$ cat config.mk
export PLATFORM = sky130hd
export DESIGN_NAME = scanline_color_run_pattern_detector_top
export DESIGN_NICKNAME = d
export VERILOG_FILES = /design/src/rtl/scrd_pkg.sv /design/src/rtl/scrd_front.sv /design/src/rtl/scrd_evq.sv /design/src/rtl/scrd_back.sv /design/src/rtl/scanline_color_run_pattern_detector_top.sv
export SDC_FILE = /design/constraint.sdc
export NUM_CORES = 1
export LEC_CHECK = 0
export BUFFER_PORTS_ARGS = -buffer_cell sky130_fd_sc_hd__buf_2
export CAP_MARGIN = 5
export CORE_UTILIZATION = 50
export CTS_CLUSTER_DIAMETER = 40
export DETAILED_ROUTE_END_ITERATION = 16
export GPL_ROUTABILITY_DRIVEN = 1
export PLACE_DENSITY = 0.68
export SYNTH_ARGS = -nofsm -noshare
export SYNTH_HDL_FRONTEND = slang
export SYNTH_SLANG_ARGS = --single-unit
$ cat constraint.sdc
create_clock -name clk -period 27 [get_ports clk]
set_input_delay 0 -clock clk [delete_from_list [all_inputs] [get_ports clk]]
set_output_delay 0 -clock clk [all_outputs]
set_load 0.02 [all_outputs]
$ cat src/rtl/scrd_pkg.sv
// Shared types, constants and register codes of the scan-line colour-run detector.
package scrd_pkg;

  localparam int LINE_MAX    = 4096;
  localparam int STAR_PAIRS  = 2;
  localparam int STRIPE_RUNS = 4;
  localparam int STAR_WINDOW = 2 * STAR_PAIRS;

  localparam int CHAN_W  = 8;
  localparam int POS_W   = 12;
  localparam int RATIO_W = 4;
  localparam int PROD_W  = POS_W + RATIO_W;

  localparam int EVQ_DEPTH  = 4;
  localparam int EVQ_AW     = $clog2(EVQ_DEPTH);
  localparam int RESQ_DEPTH = 2;
  localparam int RESQ_AW    = $clog2(RESQ_DEPTH);

  localparam int CFG_AW = 5;

  localparam logic [2:0] REG_WHITE_LEVEL     = 3'd0;
  localparam logic [2:0] REG_RED_LEVEL       = 3'd1;
  localparam logic [2:0] REG_RED_OTHER_MAX   = 3'd2;
  localparam logic [2:0] REG_BLUE_DARK_LEVEL = 3'd3;
  localparam logic [2:0] REG_BLACK_LEVEL     = 3'd4;
  localparam logic [2:0] REG_STAR_RATIO      = 3'd5;
  localparam logic [2:0] REG_STRIPE_RATIO    = 3'd6;
  localparam logic [2:0] REG_SCAN_COLUMNS    = 3'd7;

  typedef enum logic [1:0] {
    CLS_WHITE = 2'd0,
    CLS_RED   = 2'd1,
    CLS_BLUE  = 2'd2,
    CLS_OTHER = 2'd3
  } class_t;

  typedef struct packed {
    logic [CHAN_W-1:0] white_level;
    logic [CHAN_W-1:0] red_level;
    logic [CHAN_W-1:0] red_other_max;
    logic [CHAN_W-1:0] blue_dark_level;
    logic [CHAN_W-1:0] black_level;
    logic              scan_columns;
  } cls_cfg_t;

  typedef struct packed {
    logic clear;
    logic push;
  } win_op_t;

  typedef struct packed {
    win_op_t          star;
    win_op_t          stripe;
    logic [POS_W-1:0] len;
    logic [POS_W-1:0] row;
    logic [POS_W-1:0] column;
  } evt_t;

  typedef struct packed {
    logic             star_found;
    logic [POS_W-1:0] star_scale;
    logic             stripe_found;
    logic [POS_W-1:0] stripe_scale;
    logic [POS_W-1:0] row;
    logic [POS_W-1:0] column;
  } res_t;

endpackage

$ cat src/rtl/scrd_front.sv
// Front end: classifies each pixel, measures runs and emits window operations.
module scrd_front import scrd_pkg::*; (
  input  logic              clk,
  input  logic              rst,
  input  logic              accept,
  input  logic [CHAN_W-1:0] blue,
  input  logic [CHAN_W-1:0] green,
  input  logic [CHAN_W-1:0] red,
  input  logic [POS_W-1:0]  line_index,
  input  logic [POS_W-1:0]  pixel_index,
  input  cls_cfg_t          cfg,
  output evt_t              evt
);

  class_t           prev_class;
  logic [POS_W-1:0] run_start;

  class_t           cur;
  class_t           prev_eff;
  logic [POS_W-1:0] start_eff;
  logic [POS_W-1:0] diff;
  logic             new_line;
  logic             changed;
  logic             cur_wb, prev_wb, cur_wr, prev_wr;

  always_comb begin
    if (blue > cfg.white_level && green > cfg.white_level && red > cfg.white_level) begin
      cur = CLS_WHITE;
    end else if (blue < cfg.red_other_max && green < cfg.red_other_max &&
                 red > cfg.red_level) begin
      cur = CLS_RED;
    end else if ((blue > green && blue > red && blue < cfg.blue_dark_level) ||
                 (blue < cfg.black_level && green < cfg.black_level &&
                  red < cfg.black_level)) begin
      cur = CLS_BLUE;
    end else begin
      cur = CLS_OTHER;
    end
  end

  always_comb begin
    new_line  = (pixel_index == '0);
    prev_eff  = new_line ? CLS_OTHER : prev_class;
    start_eff = new_line ? '0 : run_start;
    changed   = (cur != prev_eff);
    cur_wb    = (cur == CLS_WHITE) || (cur == CLS_BLUE);
    prev_wb   = (prev_eff == CLS_WHITE) || (prev_eff == CLS_BLUE);
    cur_wr    = (cur == CLS_WHITE) || (cur == CLS_RED);
    prev_wr   = (prev_eff == CLS_WHITE) || (prev_eff == CLS_RED);

    diff = (pixel_index >= start_eff) ? (pixel_index - start_eff) : '0;
    if (int'(diff) > LINE_MAX - 1) begin
      diff = POS_W'(LINE_MAX - 1);
    end

    evt.star.clear   = new_line || (changed && cur_wb && !prev_wb);
    evt.star.push    = changed && cur_wb && prev_wb;
    evt.stripe.clear = new_line || (changed && cur_wr && !prev_wr);
    evt.stripe.push  = changed && cur_wr && prev_wr;
    evt.len          = diff;
    evt.row          = cfg.scan_columns ? pixel_index : line_index;
    evt.column       = cfg.scan_columns ? line_index : pixel_index;
  end

  always_ff @(posedge clk) begin
    if (rst) begin
      prev_class <= CLS_OTHER;
      run_start  <= '0;
    end else if (accept) begin
      prev_class <= cur;
      if (changed) begin
        run_start <= pixel_index;
      end else begin
        run_start <= start_eff;
      end
    end
  end

endmodule

$ cat src/rtl/scrd_evq.sv
// Short event queue between the front and back ends.
module scrd_evq import scrd_pkg::*; (
  input  logic clk,
  input  logic rst,
  input  logic wr_en,
  input  evt_t wr_data,
  output logic full,
  input  logic rd_en,
  output logic rd_valid,
  output evt_t rd_data
);

  evt_t              slots [EVQ_DEPTH];
  logic [EVQ_AW-1:0] wr_ptr;
  logic [EVQ_AW-1:0] rd_ptr;
  logic [EVQ_AW:0]   count;

  assign full     = (count == (EVQ_AW+1)'(EVQ_DEPTH));
  assign rd_valid = (count != '0);
  assign rd_data  = slots[rd_ptr];

  always_ff @(posedge clk) begin
    if (wr_en) begin
      slots[wr_ptr] <= wr_data;
    end
  end

  always_ff @(posedge clk) begin
    if (rst) begin
      wr_ptr <= '0;
      rd_ptr <= '0;
      count  <= '0;
    end else begin
      if (wr_en) begin
        wr_ptr <= wr_ptr + 1'b1;
      end
      if (rd_en) begin
        rd_ptr <= rd_ptr + 1'b1;
      end
      if (wr_en && !rd_en) begin
        count <= count + 1'b1;
      end else if (rd_en && !wr_en) begin
        count <= count - 1'b1;
      end
    end
  end

endmodule

$ cat src/rtl/scrd_back.sv
// Back end: run windows, ratio checks and the result queue.
module scrd_back import scrd_pkg::*; (
  input  logic               clk,
  input  logic               rst,
  input  logic               evt_valid,
  input  evt_t               evt,
  output logic               evt_take,
  input  logic [RATIO_W-1:0] star_ratio,
  input  logic [RATIO_W-1:0] stripe_ratio,
  input  logic               res_pop,
  output logic               res_empty,
  output res_t               res
);

  localparam int STAR_KEEP   = STAR_WINDOW - 1;
  localparam int STRIPE_KEEP = STRIPE_RUNS - 1;
  localparam int STAR_CW     = $clog2(STAR_WINDOW);
  localparam int STRIPE_CW   = $clog2(STRIPE_RUNS);

  // Only the runs before the last one of a full window are held; the
  // newest length joins the check straight from the event.
  logic [POS_W-1:0]     star_runs [STAR_KEEP];
  logic [STAR_CW-1:0]   star_cnt;
  logic [POS_W-1:0]     stripe_runs [STRIPE_KEEP];
  logic [STRIPE_CW-1:0] stripe_cnt;

  logic [POS_W-1:0]     star_runs_next [STAR_KEEP];
  logic [STAR_CW-1:0]   star_cnt_next;
  logic [POS_W-1:0]     stripe_runs_next [STRIPE_KEEP];
  logic [STRIPE_CW-1:0] stripe_cnt_next;

  logic [STAR_CW-1:0]   star_base;
  logic [STRIPE_CW-1:0] stripe_base;
  logic                 star_full, stripe_full;
  logic [POS_W-1:0]     star_mn, star_mx, stripe_mn, stripe_mx;
  logic                 star_match, stripe_match;
  res_t                 res_new;

  res_t                   resq [RESQ_DEPTH];
  logic [RESQ_AW-1:0]     resq_wr;
  logic [RESQ_AW-1:0]     resq_rd;
  logic [RESQ_AW:0]       resq_cnt;
  logic                   pop_ok;

  assign pop_ok    = res_pop && !res_empty;
  assign res_empty = (resq_cnt == '0);
  assign res       = resq[resq_rd];
  assign evt_take  = evt_valid &&
                     ((resq_cnt != (RESQ_AW+1)'(RESQ_DEPTH)) || pop_ok);

  // Star window.
  always_comb begin
    star_base = evt.star.clear ? '0 : star_cnt;
    star_full = (star_base == STAR_CW'(STAR_WINDOW - 1));
    star_mn   = evt.len;
    star_mx   = evt.len;
    for (int i = 0; i < STAR_KEEP; i++) begin
      if (star_runs[i] < star_mn) star_mn = star_runs[i];
      if (star_runs[i] > star_mx) star_mx = star_runs[i];
    end
    star_match = evt.star.push && star_full &&
                 (PROD_W'(star_mx) <= PROD_W'(star_ratio) * PROD_W'(star_mn));
    star_runs_next = star_runs;
    star_cnt_next  = star_base;
    if (evt.star.push) begin
      if (!star_full) begin
        for (int i = 0; i < STAR_KEEP; i++) begin
          if (STAR_CW'(i) == star_base) star_runs_next[i] = evt.len;
        end
        star_cnt_next = star_base + 1'b1;
      end else if (star_match) begin
        star_cnt_next = '0;
      end else begin
        for (int i = 0; i < STAR_KEEP - 1; i++) begin
          star_runs_next[i] = star_runs[i+1];
        end
        star_runs_next[STAR_KEEP-1] = evt.len;
      end
    end
  end

  // Stripe window.
  always_comb begin
    stripe_base = evt.stripe.clear ? '0 : stripe_cnt;
    stripe_full = (stripe_base == STRIPE_CW'(STRIPE_RUNS - 1));
    stripe_mn   = evt.len;
    stripe_mx   = evt.len;
    for (int i = 0; i < STRIPE_KEEP; i++) begin
      if (stripe_runs[i] < stripe_mn) stripe_mn = stripe_runs[i];
      if (stripe_runs[i] > stripe_mx) stripe_mx = stripe_runs[i];
    end
    stripe_match = evt.stripe.push && stripe_full &&
                   (PROD_W'(stripe_mx) <= PROD_W'(stripe_ratio) * PROD_W'(stripe_mn));
    stripe_runs_next = stripe_runs;
    stripe_cnt_next  = stripe_base;
    if (evt.stripe.push) begin
      if (!stripe_full) begin
        for (int i = 0; i < STRIPE_KEEP; i++) begin
          if (STRIPE_CW'(i) == stripe_base) stripe_runs_next[i] = evt.len;
        end
        stripe_cnt_next = stripe_base + 1'b1;
      end else if (stripe_match) begin
        stripe_cnt_next = '0;
      end else begin
        for (int i = 0; i < STRIPE_KEEP - 1; i++) begin
          stripe_runs_next[i] = stripe_runs[i+1];
        end
        stripe_runs_next[STRIPE_KEEP-1] = evt.len;
      end
    end
  end

  always_comb begin
    res_new.star_found   = star_match;
    res_new.star_scale   = star_match ? star_mx : '0;
    res_new.stripe_found = stripe_match;
    res_new.stripe_scale = stripe_match ? stripe_mx : '0;
    res_new.row          = evt.row;
    res_new.column       = evt.column;
  end

  always_ff @(posedge clk) begin
    if (evt_take) begin
      star_runs        <= star_runs_next;
      stripe_runs      <= stripe_runs_next;
      resq[resq_wr]    <= res_new;
    end
  end

  always_ff @(posedge clk) begin
    if (rst) begin
      star_cnt   <= '0;
      stripe_cnt <= '0;
      resq_wr    <= '0;
      resq_rd    <= '0;
      resq_cnt   <= '0;
    end else begin
      if (evt_take) begin
        star_cnt   <= star_cnt_next;
        stripe_cnt <= stripe_cnt_next;
        resq_wr    <= resq_wr + 1'b1;
      end
      if (pop_ok) begin
        resq_rd <= resq_rd + 1'b1;
      end
      if (evt_take && !pop_ok) begin
        resq_cnt <= resq_cnt + 1'b1;
      end else if (pop_ok && !evt_take) begin
        resq_cnt <= resq_cnt - 1'b1;
      end
    end
  end

endmodule

$ cat src/rtl/scanline_color_run_pattern_detector_top.sv
// Top level of the scan-line colour-run pattern detector with its register file.
// The detector takes one pixel item per clock while full is low and returns one
// result item per pixel, in order. An item is classified at once in the front
// end, which keeps the previous colour class and the start of the current run,
// and on acceptance is written as an event into a four-entry queue; the back
// end takes the oldest event while the result queue has room or is popped,
// updates the star and stripe windows and checks max against ratio times min,
// and writes the result into a two-entry result queue, from which it is shown
// on the output ports and can be popped. The sustained rate is one item per
// cycle while neither queue stalls, set by the front-end state loop (class and
// run start) and the window update in the back end. The two queues let either
// side stall on its own: full rises only once the event queue holds four
// items, and empty falls as soon as a result waits.
// A pixel index of zero starts a new line and empties both windows.
// Configuration registers lie at byte addresses 4*i and must only be written
// while no item is in flight.
module scanline_color_run_pattern_detector_top import scrd_pkg::*; (
  input  logic              clk,
  input  logic              rst,
  // pixel items
  input  logic              push,
  output logic              full,
  input  logic [CHAN_W-1:0] blue,
  input  logic [CHAN_W-1:0] green,
  input  logic [CHAN_W-1:0] red,
  input  logic [POS_W-1:0]  line_index,
  input  logic [POS_W-1:0]  pixel_index,
  // result items
  output logic              empty,
  input  logic              pop,
  output logic              star_found,
  output logic [POS_W-1:0]  star_scale,
  output logic              stripe_found,
  output logic [POS_W-1:0]  stripe_scale,
  output logic [POS_W-1:0]  row,
  output logic [POS_W-1:0]  column,
  // configuration
  input  logic              psel,
  input  logic              penable,
  input  logic              pwrite,
  input  logic [CFG_AW-1:0] paddr,
  input  logic [31:0]       pwdata,
  output logic [31:0]       prdata,
  output logic              pready
);

  cls_cfg_t           cls_cfg;
  logic [RATIO_W-1:0] star_ratio;
  logic [RATIO_W-1:0] stripe_ratio;
  logic               cfg_wr;
  logic [2:0]         reg_sel;

  logic               in_accept;
  evt_t               front_evt;
  evt_t               back_evt;
  logic               evq_valid;
  logic               evq_take;
  res_t               res;

  assign pready    = 1'b1;
  assign cfg_wr    = psel && penable && pwrite && pready;
  assign reg_sel   = paddr[CFG_AW-1:2];
  assign in_accept = push && !full;

  // Register file: every register index of the address range exists.
  always_ff @(posedge clk) begin
    if (rst) begin
      cls_cfg.white_level     <= 8'd100;
      cls_cfg.red_level       <= 8'd130;
      cls_cfg.red_other_max   <= 8'd100;
      cls_cfg.blue_dark_level <= 8'd110;
      cls_cfg.black_level     <= 8'd25;
      cls_cfg.scan_columns    <= 1'b0;
      star_ratio              <= 4'd2;
      stripe_ratio            <= 4'd2;
    end else if (cfg_wr) begin
      case (reg_sel)
        REG_WHITE_LEVEL:     cls_cfg.white_level     <= pwdata[CHAN_W-1:0];
        REG_RED_LEVEL:       cls_cfg.red_level       <= pwdata[CHAN_W-1:0];
        REG_RED_OTHER_MAX:   cls_cfg.red_other_max   <= pwdata[CHAN_W-1:0];
        REG_BLUE_DARK_LEVEL: cls_cfg.blue_dark_level <= pwdata[CHAN_W-1:0];
        REG_BLACK_LEVEL:     cls_cfg.black_level     <= pwdata[CHAN_W-1:0];
        REG_STAR_RATIO:      star_ratio              <= pwdata[RATIO_W-1:0];
        REG_STRIPE_RATIO:    stripe_ratio            <= pwdata[RATIO_W-1:0];
        REG_SCAN_COLUMNS:    cls_cfg.scan_columns    <= pwdata[0];
        default: ;
      endcase
    end
  end

  always_comb begin
    case (reg_sel)
      REG_WHITE_LEVEL:     prdata = 32'(cls_cfg.white_level);
      REG_RED_LEVEL:       prdata = 32'(cls_cfg.red_level);
      REG_RED_OTHER_MAX:   prdata = 32'(cls_cfg.red_other_max);
      REG_BLUE_DARK_LEVEL: prdata = 32'(cls_cfg.blue_dark_level);
      REG_BLACK_LEVEL:     prdata = 32'(cls_cfg.black_level);
      REG_STAR_RATIO:      prdata = 32'(star_ratio);
      REG_STRIPE_RATIO:    prdata = 32'(stripe_ratio);
      REG_SCAN_COLUMNS:    prdata = 32'(cls_cfg.scan_columns);
      default:             prdata = '0;
    endcase
  end

  scrd_front u_front (
    .clk         (clk),
    .rst         (rst),
    .accept      (in_accept),
    .blue        (blue),
    .green       (green),
    .red         (red),
    .line_index  (line_index),
    .pixel_index (pixel_index),
    .cfg         (cls_cfg),
    .evt         (front_evt)
  );

  scrd_evq u_evq (
    .clk      (clk),
    .rst      (rst),
    .wr_en    (in_accept),
    .wr_data  (front_evt),
    .full     (full),
    .rd_en    (evq_take),
    .rd_valid (evq_valid),
    .rd_data  (back_evt)
  );

  scrd_back u_back (
    .clk          (clk),
    .rst          (rst),
    .evt_valid    (evq_valid),
    .evt          (back_evt),
    .evt_take     (evq_take),
    .star_ratio   (star_ratio),
    .stripe_ratio (stripe_ratio),
    .res_pop      (pop),
    .res_empty    (empty),
    .res          (res)
  );

  assign star_found   = res.star_found;
  assign star_scale   = res.star_scale;
  assign stripe_found = res.stripe_found;
  assign stripe_scale = res.stripe_scale;
  assign row          = res.row;
  assign column       = res.column;

  // Both queues come out of reset empty, so nothing is shown and input is open.
  a_reset_empty: assert property (@(posedge clk) rst |=> (empty && !full))
    else $error("queues not empty after reset");

  // While the star window did not match, no unmatched window reports a scale.
  a_scale_zero: assert property (@(posedge clk) disable iff (rst)
    (!empty && !star_found) |-> (star_scale == '0 && (stripe_found || stripe_scale == '0)))
    else $error("scale reported without a match");

  // The event queue can only fill up through an accepted item.
  a_full_cause: assert property (@(posedge clk) disable iff (rst)
    $rose(full) |-> $past(push))
    else $error("event queue filled without an accepted item");

endmodule
==> flow_summary.yaml <==
cells_and_area:
  fin_nets: 3186
  final_common_cell: "edfxtp_1"
  antenna_cells: 0
  drive_gt1_share_pct: 14.7
  syn_to_final_growth_pct: 12.4
  mostFrequentLayoutCells: "edfxtp_1, ha_1, inv_1, nand2_1, nor2_1"
timing:
  finalSetupViolations: 0
  min_period_ns: 15.19
  setup-tns-final_ns: 0
  skew_ns: 0.0519
  worst_pin_slew_ns: 1.09
  final-hold-violation-count: 0
  finalCritPeriodShare_pct: 56.3
  worst_slew_margin_rel_pct: 27.3
  grt_setup_unrepaired: "false"
  max_freq_ghz: 0.0658
  report.final.slew_viol_count: 0
yosys:
  async_flop_share_pct: 0
  syn_inst: 2601
  netlist_top_cells_area: "edfxtp_1, ha_1, dfxtp_1"
  synth_warnings: 0
  synthesis.area_mm2: 0.0277
  yosys.cell_types.count: 73
  ys.flop_type: "edfxtp_1"
  ys_ff_latch: 413
  synth_top_area_share_pct: 36.0
  yosys.area.top_type: "edfxtp_1"
  synth_edf_count: 332
  ys_seq_area_share_pct: 41.9
  avgSynthCellArea_um2: 10.6
clock_network:
  clock_path_buffers: 3
  clock_sinks: 413
  insertion_delay_ns: 0.63
  htreeDepth: 2
  post_cts_buffers: 0
  tritoncts: "built"
  cts-root-buf: "clkbuf_16"
  cts-buffers-inserted: 52
  clk_pin_slew_ns: 0.06
floorplanning:
  die_area_mm2: 0.0563
  num_rows: 85
  core_mm2: 0.0542
  pin_count: 177
  start_util_pct: 51.0
  die_w_um: 237
  die_height_um: 237
routing:
  ant_nets: 0
  routed_wl_um: 67600
  drtPass1Iterations: 6
  remaining_drc_errors: 0
  drt_iter0_drc: 1362
  wl_per_cell_um: 19.4
  vias_per_cell: 5.81
  num_vias: 20300
power:
  power_per_cell_area_mw_per_mm2: 131
  power.total_mw: 4.07
  vdd_drop_max_mv: 0.0782
  leakage_nw: 13.2
worst_setup_path:
  path_max_fanout: 48
  ff2ff_path_depth: 51
  worstSetupEndpointType: "register"
  r2r-end: "u_back.stripe_runs[5]$_DFFE_PP_"
  critPathLaunchType: "register"
  reg2reg_slack_ns: 11.81
  worst_path_dominant_cell_family: "compound AO/OA/AOI/OAI gates"
  max_stage_delay_ns: 0.85
  slowest_stage: "a21oi_1"
  critical_path_arrival_ns: 15.41
  cp_num_cells: 51
  crit_required_ns: 27.22
  crit_path_frequent_cell: "a21o_1"
  cp-endpoint: "u_back.stripe_runs[5]$_DFFE_PP_"
  path_class: "register to register"
  path_buf_inv: 7
placed_design:
  place.gp.congestion: 0.883
  hpwlAfterDp_um: 48900
  portBuffers: 125
grt:
  antenna_found_initial: 0
  track_usage_pct: 24.1
  grt_first_pass_wirelength_um: 107000
  grt_max_degree: 51
  grt-ovfl-total: 0
  grt_pass1_vias: 20400
min_path:
  hold_path_depth: 5
  hold_path.class: "input pin to register"
run:
  cap_violations: 0
status:
  status: "finished, final reports clean"
-- what timing repair did --
action / CTS / global route
gates resized for setup: 0 / 0
hold buffers: 44 / 0
endpoints found under the hold margin: 160 / 0
-- worst register-to-register path: cells and delay by family (launching register included) --
| family | cells | cell delay [ns] |
|---|---|---|
| AO/OA/AOI/OAI | 24 | 7.10 |
| adder cells (fa/ha/maj) | 7 | 2.52 |
| AND/OR/NAND/NOR | 11 | 2.41 |
| buffers and inverters | 7 | 1.26 |
| multiplexers | 2 | 1.22 |
| flip-flops | 1 | 0.31 |
-- area by class of cell --
cell class                 instances  area, um2
fill                            4609      23100
multi-input combinational       1810      14500
sequential                       413      11600
timing repair buffer             202       1330
clock buffer                      55       1310
inverter                         277       1040
tap                              696        871
clock inverter                    42        424
-- flip-flops by register name, indices dropped and copies added (netlist names), 3 cells and up, named ones only --
name and count:
u_evq.count 3, stripe_ratio 4, u_evq.slots 160, cls_cfg 41, u_back.stripe_runs 36, u_back.star_runs 36, star_ratio 4, u_front.run_start 12
u_back.resq 100
-- logic make-up after synthesis --
| kind of cell | synth area share [%] |
|---|---|
| multiplexers | 11.8 |
| AND/OR/NAND/NOR | 11.4 |
| flip-flops | 41.9 |
| adder cells (fa/ha/maj) | 16.4 |
| AO/OA/AOI/OAI | 11.5 |
| XOR/XNOR | 1.04 |
| buffers and inverters | 5.93 |
| other | 0.0271 |
-- layer usage --
metal | global-route usage (%) | part of all wire, % | up-vias
met4 | 7.57 | 2.5 | 0
met3 | 3.26 | 5.1 | 118
li1 | - | - | 9696
met5 | 0 | 0 | -
met2 | 41.8 | 49 | 573
met1 | 31.3 | 43 | 9922
-- synth_stat cells (7+ instances only) --
| library cell | count |
|---|---|
| a211o_1 | 8 |
| mux4_2 | 44 |
| inv_1 | 275 |
| clkbuf_1 | 71 |
| xor2_1 | 15 |
| and3_1 | 12 |
| a21o_1 | 63 |
| a211oi_1 | 18 |
| nand4_1 | 39 |
| mux2i_1 | 119 |
| buf_4 | 28 |
| a21oi_1 | 107 |
| o221ai_1 | 15 |
| mux2_2 | 97 |
| nor3_1 | 29 |
| o21ai_0 | 92 |
| o21a_1 | 20 |
| ha_1 | 296 |
| edfxtp_1 | 332 |
| dfxtp_1 | 81 |
| a31oi_1 | 17 |
| o211ai_1 | 65 |
| nand3_1 | 54 |
| nand2b_1 | 58 |
| xnor2_1 | 18 |
| and2_1 | 10 |
| buf_1 | 14 |
| nor2b_1 | 46 |
| and4_1 | 10 |
| fa_1 | 42 |
| nor2_1 | 146 |
| o22ai_1 | 7 |
| o21ai_1 | 16 |
| nand2_1 | 244 |
-- worst min-delay path by stage --
stage               startpoint                      endpoint  slack [ns]
finish                paddr[3]       cls_cfg[0]$_SDFFE_PP0P_        0.07
floorplan            pwdata[1]  stripe_ratio[1]$_SDFFE_PP1P_        0.12
CTS                   paddr[3]       cls_cfg[0]$_SDFFE_PP0P_        0.03
global route          paddr[3]       cls_cfg[0]$_SDFFE_PP0P_        0.11
detailed placement   pwdata[4]       cls_cfg[5]$_SDFFE_PP1P_        0.32
global placement     pwdata[4]       cls_cfg[5]$_SDFFE_PP1P_        0.31
-- power by group --
part,total [mW],internal (mW),switching (mW),leakage (nW)
clock,0.684,0.393,0.292,0.840
sequential,0.924,0.868,0.0562,3.75
combinational,2.46,0.997,1.47,8.57
-- per-stage QoR --
step | setup WS [ns] | hold slack [ns] | utilization (%) | instances | instance area [um2]
after detailed placement | 11.98 | 0.322 | 53.3 | 3353 | 28900
final | 11.81 | 0.0667 | 57.4 | 3495 | 31100
after floorplan | 13.98 | 0.124 | - | 2624 | 27800
after global routing | 10.88 | 0.114 | 57.4 | 3495 | 31100
after CTS | 11.94 | 0.0299 | 57.3 | 3494 | 31100
after global placement | 12.18 | 0.308 | 53.3 | 3353 | 28900
No activity file was read; power rests on OpenSTA's default activity.
